`src/hdl/irpw_pkg.sv`:
```
// ----------------------------------------------------------------------------
// irpw_pkg
// Shared types and constants of the IR pulse width capture block.
// ----------------------------------------------------------------------------
package irpw_pkg;

  // operation codes of an input item
  localparam logic [1:0] OP_EDGE = 2'd0;
  localparam logic [1:0] OP_READ = 2'd1;
  localparam logic [1:0] OP_DUMP = 2'd2;

  // outcome codes of a result item
  localparam logic [2:0] OUT_STORED    = 3'd0;
  localparam logic [2:0] OUT_BOUNCE    = 3'd1;
  localparam logic [2:0] OUT_BACKWARDS = 3'd2;
  localparam logic [2:0] OUT_LONG_GAP  = 3'd3;
  localparam logic [2:0] OUT_READ      = 3'd4;
  localparam logic [2:0] OUT_STATUS    = 3'd5;

  // configuration register indexes
  localparam logic CFG_MIN_WIDTH = 1'b0;
  localparam logic CFG_MAX_GAP   = 1'b1;

  // configuration reset values
  localparam logic [19:0] MIN_WIDTH_RST = 20'd20;
  localparam logic [7:0]  MAX_GAP_RST   = 8'd15;

  // time and width constants
  localparam int unsigned USEC_PER_SEC = 1000000;
  localparam logic [23:0] WIDTH_MAX    = 24'hFFFFFF;

  // read index scaling for the slot reduction
  localparam int unsigned RECIP_SHIFT = 20;

  // queue between front and back
  localparam int unsigned QUEUE_DEPTH = 2;

  // item kind after classification
  typedef enum logic [1:0] {
    KIND_EDGE,
    KIND_READ,
    KIND_DUMP
  } item_kind_t;

  // classified item handed from front to back
  typedef struct packed {
    item_kind_t  kind;
    logic [31:0] sec;
    logic [19:0] usec;
    logic        level;
    logic [9:0]  slot;
    logic        keep;
  } queue_item_t;

  // configuration write
  typedef struct packed {
    logic        valid;
    logic        index;
    logic [19:0] data;
  } cfg_wr_t;

endpackage

```
`src/hdl/irpw_queue.sv`:
```
// ----------------------------------------------------------------------------
// irpw_queue
// Short first-in first-out queue of classified items between front and back.
// ----------------------------------------------------------------------------
module irpw_queue (
  input  logic                 clk,
  input  logic                 rst,
  input  logic                 push,
  input  irpw_pkg::queue_item_t push_item,
  output logic                 full,
  input  logic                 pop,
  output logic                 head_valid,
  output irpw_pkg::queue_item_t head_item
);
  import irpw_pkg::*;

  localparam int unsigned PW = $clog2(QUEUE_DEPTH);
  localparam int unsigned CW = $clog2(QUEUE_DEPTH + 1);

  queue_item_t       slots [QUEUE_DEPTH];
  logic [PW-1:0]     wr_ptr;
  logic [PW-1:0]     rd_ptr;
  logic [CW-1:0]     fill;

  assign full       = (fill == CW'(QUEUE_DEPTH));
  assign head_valid = (fill != '0);
  assign head_item  = slots[rd_ptr];

  // pointers and fill level
  always_ff @(posedge clk) begin
    if (rst) begin
      wr_ptr <= '0;
      rd_ptr <= '0;
      fill   <= '0;
    end else begin
      if (push) begin
        wr_ptr <= (32'(wr_ptr) == QUEUE_DEPTH - 1) ? '0 : wr_ptr + 1'b1;
      end
      if (pop) begin
        rd_ptr <= (32'(rd_ptr) == QUEUE_DEPTH - 1) ? '0 : rd_ptr + 1'b1;
      end
      if (push && !pop) begin
        fill <= fill + 1'b1;
      end else if (pop && !push) begin
        fill <= fill - 1'b1;
      end
    end
  end

  // entry storage
  always_ff @(posedge clk) begin
    if (push) begin
      slots[wr_ptr] <= push_item;
    end
  end

endmodule

```
`config.mk`:
```
export PLATFORM = sky130hd
export DESIGN_NAME = irpw_queue
export DESIGN_NICKNAME = d
export VERILOG_FILES = /design/src/hdl/irpw_pkg.sv /design/src/hdl/irpw_queue.sv
export SDC_FILE = /design/constraint.sdc
export NUM_CORES = 1
export LEC_CHECK = 0
export ABC_AREA = 1
export BUFFER_PORTS_ARGS = -buffer_cell sky130_fd_sc_hd__buf_2
export CORE_AREA = 8 8 86 146
export CTS_CLUSTER_DIAMETER = 40
export DETAILED_ROUTE_END_ITERATION = 16
export DIE_AREA = 0 0 94 154
export GPL_ROUTABILITY_DRIVEN = 0
export PLACE_DENSITY = 0.75
export RECOVER_POWER = 100
export SLEW_MARGIN = 20
export SYNTH_ARGS = -nofsm -noshare
export SYNTH_HDL_FRONTEND = slang
export SYNTH_SLANG_ARGS = --single-unit
```
`constraint.sdc`:
```
create_clock -name clk -period 10.45 [get_ports clk]
set_input_delay 2.09 -clock clk [delete_from_list [all_inputs] [get_ports clk]]
set_output_delay 2.09 -clock clk [all_outputs]
set_load 0.01 [all_outputs]
```
=== Yosys cells after proc, flatten, opt, wreduce, memory -nomap -nowiden ===
Memories as Yosys holds them, arrays and structs flattened. A register that Yosys moved wholly into a read port is not among the register bits.
Cells that the tools add are included.

* Register bits after elaboration: 4
* RAM bits: 132
* Input bits: 70
* Output and inout bits: 68
* Word-level logic and storage cells: 23
* Memories: 1

* Add/subtract/negate cells: 4
* Eq/ne operators: 1
* Muxes and demuxes: 8
* Reductions and logical operators: 6

{| class="wikitable"
|+ Memory list
! memory !! words !! width !! read ports !! clocked after Yosys merged registers in !! write ports !! RTL line !! RTL
|-
| slots || 2 || 66 || 1 || 1 || 1 || irpw_queue.sv:20 || <nowiki>queue_item_t slots [QUEUE_DEPTH];</nowiki>
|}

{| class="wikitable"
|+ Operators with widths
! cell !! count
|-
| $mux 1 || 6
|-
| $mux 2 || 2
|-
| $reduce_bool 2->1 || 2
|-
| $add 1x1->1 const B || 2
|-
| $add 2x1->2 const B || 1
|-
| $eq 2x2->1 const B || 1
|-
| $logic_and 1x1->1 || 2
|-
| $logic_not 1->1 || 2
|-
| $sub 2x1->2 const B || 1
|}

=== Depth between registers and ports, before layout ===
* Depth in word-level cells: 4
* Gate-level depth with buffers: 8
* Depth with buffers taken out: 8

=== Worst setup path before layout ===
Ideal clock, no wire load.

* Path kind: input to register
* Start point: input port push
* End point: memory slots[0][0] (netlist bit) (enable)
* Library setup time: 492 ps
* Arrival time: 4898 ps
* Required time: 9958 ps
* Setup slack: 5060 ps
* Stages on the path: 2
* Path buffers: 0
* Path through: inv_1 -> nor2_1

* Cells in the longest elaborated chain, start to end: 2

{| class="wikitable"
|+ RTL lines
! what !! RTL line !! RTL
|-
| start: declaration || irpw_queue.sv:8 || <nowiki>input logic push,</nowiki>
|-
| $mux 1 || irpw_queue.sv:52 || <nowiki>if (push) begin</nowiki>
|-
| $mux 1 (implied by the code) || irpw_queue.sv:53 || <nowiki>slots[wr_ptr] <= push_item;</nowiki>
|-
| end: declaration || irpw_queue.sv:20 ||
|}

Every way passes these cells.

=== Worst setup path in the final report ===
* Start point: input port push
* End point: memory slots[0][11] (netlist bit) (enable)

Same word-level chain as after synthesis.

==> metrics.txt <==
vias in the first global route 2812; Placement Rows 50; critical path arrival ~5.5 ns; via count 2619; routed wire length 9.81 mm; Mapped Cells 238; register area share after synthesis 78.9%; post-synth top area share 77.0%; DP HPWL ~6.7 mm; setup violators final 0; hold path cells 2; post-synth top area cell edfxtp_1; fraction of layout cells with a size suffix above 1 between 30% and 40%; Syn-to-layout area delta 22.3%; Clock Tree Buf Depth 2; vias per cell roughly 4.9; core area 10500 sq um; Tcrit/Tclk final 53.0%; die area approximately 14000 sq um; largest net degree at the start of global routing 67; CTS buffer count 17; Cell Area, Placed 5960 sq um; reg2reg end slots[0][11]$_DFFE_PP_; die span in y around 150 microns; clk_skew between 0.004 and 0.005 ns; Synth Register Bits 137; Worst Path Max Fanout 47; FF-to-FF Start wr_ptr$_SDFFE_PP0P_; router iterations before antenna repair 4; worst hold start rd_ptr$_SDFFE_PP0P_; Post-CTS Hold Buffers 0; final hold vios 0; max-cap check violation count 4; drt initial violations 124; unrepaired setup endpoints after global routing false; pwr dens about 210 nW/um^2; Synth Area per Inst 21.6 sq um; worst r2r path cells 2; Starting Density 49.0%; failing checks capacitance limit, slew limit; yosys warns 0; status finished, violations left; Req. time, crit path 10.41 ns; Post-Syn Nets 309; first-pass GRT wire length 14.4 mm; die extent in x 94 microns; IO Count about 140; Post-DRT Antenna Nets 0; synth top area cells edfxtp_1 77%, mux2_4 12%, mux2_2 5.7%; CTS clock-pin slew for the worst setup and hold paths around 0.06 ns; min Tclk post-route about 5.5 ns; PostCTS Resize Cnt 0; Final Instance Area 6300 sq um; gr usage total 13.5%; Yosys cell types 16; CP startpoint kind input port; peak supply drop 0.000135 V; flop2flop setup slack 6.48 ns; Layout Utilization approximately three fifths; HP Class reg2reg; nets 460; # clock sinks between 100 and 150; TNS Setup 0 ns; crit path kind in2reg; grt ovf 0; fmax 180 MHz; CTS tree yes; wire length per cell ~18 microns; Crit. End Element flip-flop; Lkg Pwr 2.27 nW; Mapped Area 5150 sq um; post-route DRC violation count 0; # port buffers 137; root buffer cell clkbuf_16; postcts setup bufs 0; clk_lat worst skew 0.40 ns; Hold Path Sink rd_ptr$_SDFFE_PP0P_; Worst-Margin Slew 2.96 ns; initial antenna violation count 2; Final Max Tran Viols 187; CTS H-tree depth 4; Slew headroom -97.5%
## routing by layer
layer | vias to the layer above | part of all wire [%] | global-route usage, %
met2 | 91 | 56 | 24.2
met4 | 2 | 2.9 | 8.06
met5 | - | 0.13 | 0
met1 | 1279 | 34 | 12.3
met3 | 20 | 7.1 | 5.22
li1 | 1227 | - | -
## cell usage after synthesis (all sizes together)
master  instances
edfxtp        132
mux2           66
inv             9
buf             7
nand2           6
nor2            6
dfxtp           5
a21oi           1
ha              1
nand3           1
nand4           1
nor3            1
o21ai           1
xnor2           1
## through the flow
stage / hold WS [ns] / cells / setup slack [ns] / power, mW
5_1_grt: 0.564 / 533 / 4.40 / 1.37
2_1_floorplan: 0.480 / 238 / 5.06 / 0.740
4_1_cts: 0.520 / 532 / 6.23 / 1.36
6_report: 0.522 / 533 / 4.91 / 1.33
3_3_place_gp: 0.497 / 500 / 6.67 / 0.790
3_5_place_dp: 0.504 / 500 / 6.64 / 0.795
## cells by family (layout without fill, tap and decap cells)
logic type | after synthesis | in the layout | share of synthesized area (%)
XOR/XNOR | 1 | 1 | 0.170
flip-flops | 137 | 137 | 78.9
AND/OR/NAND/NOR | 15 | 15 | 1.19
multiplexers | 66 | 66 | 17.3
other | 0 | 1 | 0
AO/OA/AOI/OAI | 2 | 2 | 0.194
buffers and inverters | 16 | 180 | 1.94
adder cells (fa/ha/maj) | 1 | 1 | 0.243
## worst max-delay path, cell delays in order
cell and delay, ns:
clkbuf_1 0.16, inv_1 0.07, nor2_1 1.20, clkbuf_1 1.96
## how the worst max path moves through the flow
stage               startpoint                      to  slack [ns]
global route              push  slots[0][43]$_DFFE_PP_        4.40
floorplan                 push   slots[0][0]$_DFFE_PP_        5.06
finish                    push  slots[0][11]$_DFFE_PP_        4.91
detailed placement        push  slots[0][10]$_DFFE_PP_        6.64
global placement     flip-flop           head_item[55]        6.67
CTS                  flip-flop           head_item[45]        6.23
## layout by cell type (no fill, tap or decap)
cell        instances
a21oi_1             1
buf_2              73
bufinv_16           2
clkbuf_1           66
clkbuf_16          17
clkbuf_8            2
clkinv_2            6
clkinvlp_4          5
dfxtp_1             5
diode_2             1
edfxtp_1          132
ha_1                1
inv_1               9
mux2_1             42
mux2_2             23
mux2_4              1
nand2_1             6
nand3_1             1
nand4_1             1
nor2_1              6
nor3_1              1
o21ai_0             1
xnor2_1             1
## flip-flops by register name (all words and copies together) (netlist names), named ones only
name    count
slots     132
rd_ptr      1
fill        2
wr_ptr      1
## final cells by class
cell class	count	area, sq um
antenna	1	2.50
clock buffer	19	453
clock inverter	13	128
fill	845	4210
inverter	9	33.8
multi-input combinational	85	840
sequential	137	4060
tap	130	163
timing repair buffer	139	613
## power breakdown
| group | internal, mW | switching [mW] | leakage (nW) |
|---|---|---|---|
| clock network | 0.360 | 0.207 | 0.276 |
| registers | 0.638 | 0.0163 | 1.28 |
| logic | 0.0488 | 0.0585 | 0.715 |
Note: power is estimated with default switching activity, not from simulation.
