**src/hdl/irpw_pkg.sv**
```systemverilog
// ----------------------------------------------------------------------------
// irpw_pkg
// Shared types and constants of the IR pulse width capture block.
// ----------------------------------------------------------------------------
package irpw_pkg;

  // operation codes of an input item
  localparam logic [1:0] OP_EDGE = 2'd0;
  localparam logic [1:0] OP_READ = 2'd1;
  localparam logic [1:0] OP_DUMP = 2'd2;

  // outcome codes of a result item
  localparam logic [2:0] OUT_STORED    = 3'd0;
  localparam logic [2:0] OUT_BOUNCE    = 3'd1;
  localparam logic [2:0] OUT_BACKWARDS = 3'd2;
  localparam logic [2:0] OUT_LONG_GAP  = 3'd3;
  localparam logic [2:0] OUT_READ      = 3'd4;
  localparam logic [2:0] OUT_STATUS    = 3'd5;

  // configuration register indexes
  localparam logic CFG_MIN_WIDTH = 1'b0;
  localparam logic CFG_MAX_GAP   = 1'b1;

  // configuration reset values
  localparam logic [19:0] MIN_WIDTH_RST = 20'd20;
  localparam logic [7:0]  MAX_GAP_RST   = 8'd15;

  // time and width constants
  localparam int unsigned USEC_PER_SEC = 1000000;
  localparam logic [23:0] WIDTH_MAX    = 24'hFFFFFF;

  // read index scaling for the slot reduction
  localparam int unsigned RECIP_SHIFT = 20;

  // queue between front and back
  localparam int unsigned QUEUE_DEPTH = 2;

  // item kind after classification
  typedef enum logic [1:0] {
    KIND_EDGE,
    KIND_READ,
    KIND_DUMP
  } item_kind_t;

  // classified item handed from front to back
  typedef struct packed {
    item_kind_t  kind;
    logic [31:0] sec;
    logic [19:0] usec;
    logic        level;
    logic [9:0]  slot;
    logic        keep;
  } queue_item_t;

  // configuration write
  typedef struct packed {
    logic        valid;
    logic        index;
    logic [19:0] data;
  } cfg_wr_t;

endpackage

```
**src/hdl/irpw_front.sv**
```systemverilog
// ----------------------------------------------------------------------------
// irpw_front
// Accepts input items, decodes the operation and reduces the read index to a
// store slot, then hands the classified item to the queue.
// ----------------------------------------------------------------------------
module irpw_front #(
  parameter int unsigned STORE_DEPTH = 1024
) (
  input  logic                 clk,
  input  logic                 rst,
  input  logic                 in_valid,
  output logic                 in_stall,
  input  logic [1:0]           operation,
  input  logic [31:0]          time_sec,
  input  logic [19:0]          time_usec,
  input  logic                 line_level,
  input  logic [9:0]           read_index,
  input  logic                 keep_count,
  input  logic                 q_full,
  output logic                 push,
  output irpw_pkg::queue_item_t push_item
);
  import irpw_pkg::*;

  localparam int unsigned RECIP = (1 << RECIP_SHIFT) / STORE_DEPTH;

  logic        s1_valid;
  item_kind_t  s1_kind;
  logic [31:0] s1_sec;
  logic [19:0] s1_usec;
  logic        s1_level;
  logic        s1_keep;
  logic [9:0]  s1_ridx;
  logic [9:0]  s1_quot;

  logic        accept;
  logic        known_op;
  item_kind_t  kind_dec;
  logic [29:0] quot_prod;
  logic [27:0] quot_back;
  logic [10:0] rem;
  logic [9:0]  slot;

  // operation decode, unused code is taken and dropped
  always_comb begin
    known_op = 1'b1;
    kind_dec = KIND_EDGE;
    unique case (operation)
      OP_EDGE: kind_dec = KIND_EDGE;
      OP_READ: kind_dec = KIND_READ;
      OP_DUMP: kind_dec = KIND_DUMP;
      default: known_op = 1'b0;
    endcase
  end

  assign in_stall  = s1_valid && q_full;
  assign accept    = in_valid && !in_stall;
  assign push      = s1_valid && !q_full;

  // quotient estimate by reciprocal, at most one below the true quotient
  assign quot_prod = 30'(read_index) * 30'(RECIP);

  // input register
  always_ff @(posedge clk) begin
    if (rst) begin
      s1_valid <= 1'b0;
    end else if (accept) begin
      s1_valid <= known_op;
    end else if (push) begin
      s1_valid <= 1'b0;
    end
    if (accept) begin
      s1_kind  <= kind_dec;
      s1_sec   <= time_sec;
      s1_usec  <= time_usec;
      s1_level <= line_level;
      s1_keep  <= keep_count;
      s1_ridx  <= read_index;
      s1_quot  <= quot_prod[29:20];
    end
  end

  // remainder with one correction step
  always_comb begin
    quot_back = 28'(s1_quot) * 28'(STORE_DEPTH);
    rem       = {1'b0, s1_ridx} - quot_back[10:0];
    if (32'(rem) >= 32'(STORE_DEPTH)) begin
      slot = rem[9:0] - 10'(STORE_DEPTH);
    end else begin
      slot = rem[9:0];
    end
  end

  always_comb begin
    push_item.kind  = s1_kind;
    push_item.sec   = s1_sec;
    push_item.usec  = s1_usec;
    push_item.level = s1_level;
    push_item.slot  = slot;
    push_item.keep  = s1_keep;
  end

endmodule

```
**config.mk**
```make
export PLATFORM = sky130hd
export DESIGN_NAME = irpw_front
export DESIGN_NICKNAME = d
export VERILOG_FILES = /design/src/hdl/irpw_pkg.sv /design/src/hdl/irpw_front.sv
export SDC_FILE = /design/constraint.sdc
export NUM_CORES = 1
export LEC_CHECK = 0
export ABC_AREA = 1
export ABC_CLOCK_PERIOD_IN_PS = 5700
export BUFFER_PORTS_ARGS = -buffer_cell sky130_fd_sc_hd__buf_2
export CAP_MARGIN = 15
export CORE_ASPECT_RATIO = 0.8
export CORE_MARGIN = 1
export CORE_UTILIZATION = 44
export CTS_BUF_LIST = sky130_fd_sc_hd__clkbuf_8 sky130_fd_sc_hd__clkbuf_16
export CTS_CLUSTER_DIAMETER = 60
export DETAILED_ROUTE_END_ITERATION = 10
export PLACE_DENSITY = 0.91
export SYNTH_ARGS = -nofsm -noshare
export SYNTH_HDL_FRONTEND = slang
export SYNTH_SLANG_ARGS = --single-unit
export TNS_END_PERCENT = 50
```
**constraint.sdc**
```tcl
create_clock -name clk -period 5.7 [get_ports clk]
set_input_delay 1.14 -clock clk [delete_from_list [all_inputs] [get_ports clk]]
set_output_delay 1.14 -clock clk [all_outputs]
set_load 0.01 [all_outputs]
```
## Yosys cells after proc, flatten, opt, wreduce, memory -nomap -nowiden

Cells that the tools add are included.

- Register bits after elaboration: 67
- Logic and storage cells: 21

- Equal/unequal tests: 2
- Multiplexer cells: 4
- Reduce and logical (&&, ||, !) cells: 8

Operator list:

| cell | number |
|---|---|
| $pmux 2 s2 | 1 |
| $logic_and 1x1->1 | 3 |
| $mux 1 | 3 |
| $reduce_or 3->1 | 1 |
| $eq 2x1->1 const B | 1 |
| $eq 2x2->1 const B | 1 |
| $logic_not 1->1 | 2 |
| $logic_not 2->1 | 1 |
| $reduce_bool 2->1 | 1 |

## Longest topological paths before layout

- Depth in word-level cells: 4
- Depth in mapped cells: 3
- Depth with buffers taken out: 3

## Worst setup path before layout

OpenSTA, ideal clock, no wires.

- Path type: in2reg
- Start point: input q_full
- End point: register s1_keep (enable)
- Arrival time: 2,963 ps
- Data required time: 5,263 ps
- Setup slack: 2,300 ps
- Stages: 3
- Path buffers: 0
- Cells stage by stage: nand2_2 inv_2 nor2_2

- Word-level cells in the longest chain between the ends: 3

Ends and longest elaborated chain:

| item | line | source |
|---|---|---|
| start: declaration | irpw_front.sv:19 | `input logic q_full,` |
| $logic_and 1x1->1 | irpw_front.sv:56 | `assign in_stall = s1_valid && q_full;` |
| net in_stall | irpw_front.sv:12 | `output logic in_stall,` |
| $logic_not 1->1 | irpw_front.sv:57 | `assign accept = in_valid && !in_stall;` |
| $logic_and 1x1->1 | irpw_front.sv:57 |  |
| net accept | irpw_front.sv:36 | `logic accept;` |
| end signal: assignment | irpw_front.sv:77 | `s1_keep <= keep_count;` |
| end: declaration | irpw_front.sv:32 | `logic s1_keep;` |

The timed path passes the listed nets, and every way through them passes these cells.
A chain may end at the register's enable or synchronous reset.

## Final worst setup path

- Start point: input q_full
- End point: output in_stall

- Word-level cells in the longest chain between the ends: 1

Ends and longest elaborated chain:

| item | line |
|---|---|
| $logic_and 1x1->1 | irpw_front.sv:56 |
| end: declaration | irpw_front.sv:12 |

No other way between the ends.

==> load_flow_metrics.sql <==
INSERT INTO impl_metrics (metric_group, metric, value, unit) VALUES
('clocking', 'clk_transition_reported_paths', '70', 'ps'),
('die', 'num_io_pins', '138', ''),
('setup_path', 'setup.worst_path.start_class', 'input port', ''),
('drt', 'routed-via-count', '1260', ''),
('clocking', 'clockRootBuffer', 'sky130_fd_sc_hd__clkbuf_8', ''),
('global_routing', 'wire_length_of_the_first_global_routing_pass', '6030', 'µm'),
('timing', 'max_freq', '377', 'MHz'),
('setup_path', 'crit-reg2reg-capture', 's1_ridx[0]', ''),
('setup_path', 'timing.critical_path.to_type', 'output pin', ''),
('setup_path', 'worst_r2r_startpoint', 's1_valid', ''),
('drt', 'drt_iter0_drc', '32', ''),
('global_routing', 'grt_overflow', '0', ''),
('clocking', 'worstSkewPairLatency', '330', 'ps'),
('synth', 'post_synth_instance_area', '0.00208', 'mm²'),
('clocking', 'ctsHoldBuffers', '0', ''),
('placed_design', 'port_buffers', '137', ''),
('clocking', 'cts_sinks', '67', ''),
('setup_path', 'reg2reg_depth', '4', ''),
('setup_path', 'path_delay_family', 'buffers and inverters', ''),
('finish', 'n_antenna_cell', '0', ''),
('die', 'floorplan.rows', '21', ''),
('die', 'die_width', '78.8', 'µm'),
('synth', 'synth.top_cell.area_share', '95.5', '%'),
('timing', 'report.final.setup_viol', '0', ''),
('global_routing', 'grt_max_degree', '35', ''),
('die', 'floorplan.die_area', '0.00500', 'mm²'),
('finish', 'nNetsFinal', '299', ''),
('setup_path', 'critPathBufInv', '3', ''),
('placed_design', 'gp_congestion', '0.737', ''),
('die', 'chipHeight', '63.4', 'µm'),
('finish', 'most_frequent_standard_cell_in_the_layout_excluding_fill_and_tap_cells', 'sky130_fd_sc_hd__buf_2', ''),
('timing', 'unrepaired_setup_endpoints_after_global_routing', 'false', ''),
('synth', 'post_synth.cell_area_avg', '25.3', 'µm²'),
('timing', 'worst_slew_pin_slew', '856', 'ps'),
('setup_path', 'worstSetupPathType', 'in -> out', ''),
('clocking', 'clock_buffers_created_by_tritoncts', '9', ''),
('drt', 'vias_per_cell', '4.33', ''),
('pwr', 'p_leak', '1.34', 'nW'),
('global_routing', 'grtUsageTotal', '17.6', '%'),
('timing', 'fin_setup_tns', '0', 'ps'),
('drt', 'wire_per_inst', '13.8', 'µm'),
('setup_path', 'critical_path.cell_chain', 'buf_2, nand2_2, inv_2, buf_2', ''),
('timing', 'timing.clock.skew', '9.69', 'ps'),
('worst_hold_path', 'hold_class', 'reg -> reg', ''),
('synth', 'synthTopCellsByArea', 'sky130_fd_sc_hd__edfxtp_1 (95%), sky130_fd_sc_hd__dfxtp_1 (0.96%), sky130_fd_sc_hd__buf_4 (0.72%)', ''),
('drt', 'detailedRoute.firstPassIterationCount', '4', ''),
('clocking', 'post_cts_resized', '0', ''),
('pwr', 'irDropWorstVdd', '0.201', 'mV'),
('drt', 'detail-route-antenna-nets', '0', ''),
('synth', 'synth_sequential_area_ratio', '96.4', '%'),
('setup_path', 'crit_path_max_fanout', '2', ''),
('synth', 'syn-num-nets', '152', ''),
('worst_hold_path', 'hold-path-cell-count', '2', ''),
('synth', 'yosysWarningCount', '0', ''),
('drt', 'route.final.wire_length', '4010', 'µm'),
('synth', 'post-synth-top-area-cell', 'sky130_fd_sc_hd__edfxtp_1', ''),
('timing', 'final-hold-violation-count', '0', ''),
('clocking', 'cts-htree-levels', '3', ''),
('synth', 'synthesis.instances', '82', ''),
('timing', 'period_share', '46.5', '%'),
('clocking', 'tritoncts_clock_tree', 'yes', ''),
('clocking', 'cts_buffer_depth', '2', ''),
('outcome', 'outcome', 'complete, no violations', ''),
('setup_path', 'regToRegSetupSlack', '3740', 'ps'),
('finish', 'drive_above_1_share', '66.7', '%'),
('finish', 'most_frequent_cells_in_the_layout', 'sky130_fd_sc_hd__buf_2 (137), sky130_fd_sc_hd__edfxtp_1 (66), sky130_fd_sc_hd__clkbuf_8 (9)', ''),
('timing', 'final-max-slew-violation-count', '0', ''),
('clocking', 'post-cts-setup-buffers', '0', ''),
('flow_run', 'maxCapViolations', '0', ''),
('global_routing', 'first_global_vias', '1263', ''),
('synth', 'synth.lib_cells_used.distinct', '10', '');
worst min path at each step:
stage	startpoint	slack [ps]	to
floorplan	s1_valid	460	s1_valid
global placement	s1_valid	470	s1_valid
detailed placement	s1_valid	480	s1_valid
CTS	s1_valid	500	s1_valid
global route	s1_valid	520	s1_valid
finish	s1_valid	490	s1_valid
layout make-up:
cell class | count | area [µm²]
multi-input cells | 8 | 45.0
inverters | 5 | 18.8
flip-flops and latches | 67 | 2000
clock inverters | 7 | 60.1
fillers | 313 | 1350
clock buffers | 9 | 124
well taps | 57 | 71.3
repair buffers | 138 | 693
metal layers:
| layer | GRT usage (%) | routed length (µm) | vias up |
|---|---|---|---|
| li1 | - | - | 605 |
| met1 | 18.0 | 1450 | 569 |
| met2 | 27.2 | 1970 | 80 |
| met3 | 11.9 | 537 | 6 |
| met4 | 9.03 | 52 | 0 |
| met5 | 0 | 0 | - |
cells by family (layout without fill, tap and decap cells):
family,Yosys count,count (layout),share of synthesized area (%)
DFF,67,67,96.4
and+or+nand+nor,7,7,1.51
buffers and inverters,7,159,1.63
AOI/OAI and AO/OA,1,1,0.422
synthesized netlist by cell type:
cell type	count
sky130_fd_sc_hd__edfxtp_1	66
sky130_fd_sc_hd__nand2_1	2
sky130_fd_sc_hd__inv_1	4
sky130_fd_sc_hd__nor2_2	1
sky130_fd_sc_hd__dfxtp_1	1
sky130_fd_sc_hd__a21oi_2	1
sky130_fd_sc_hd__buf_4	2
sky130_fd_sc_hd__inv_2	1
sky130_fd_sc_hd__nand2_2	1
sky130_fd_sc_hd__nor2_1	3
worst register-to-register path, cell delays in order (launching register included):
cell                      delay (ps)
sky130_fd_sc_hd__dfxtp_1         320
sky130_fd_sc_hd__nand2_2          80
sky130_fd_sc_hd__inv_2            50
sky130_fd_sc_hd__nor2_4          640
sky130_fd_sc_hd__buf_4           510
sequential cells by signal, indices dropped and copies added, names as in the netlist:
| register | count |
|---|---|
| s1_level | 1 |
| s1_ridx | 10 |
| s1_keep | 1 |
| s1_valid | 1 |
| s1_kind | 2 |
| s1_usec | 20 |
| s1_sec | 32 |
report_power, final:
group	switching (mW)	internal (mW)
clock	0.162	0.196
combinational	0.0447	0.0363
sequential	0.00690	0.576
total	0.214	0.809
per-stage QoR:
stage | cell area [µm²] | instances | hold slack (ps) | setup WS (ps) | power (mW)
final | 3010 | 291 | 492 | 3050 | 1.02
after global routing | 3010 | 291 | 521 | 3000 | 1.07
after CTS | 3010 | 291 | 497 | 3040 | 1.03
after detailed placement | 2830 | 275 | 482 | 2780 | 0.676
after global placement | 2830 | 275 | 471 | 2830 | 0.672
after floorplan | 2080 | 82 | 459 | 2300 | 0.624
(Power assumes the default switching activity.)
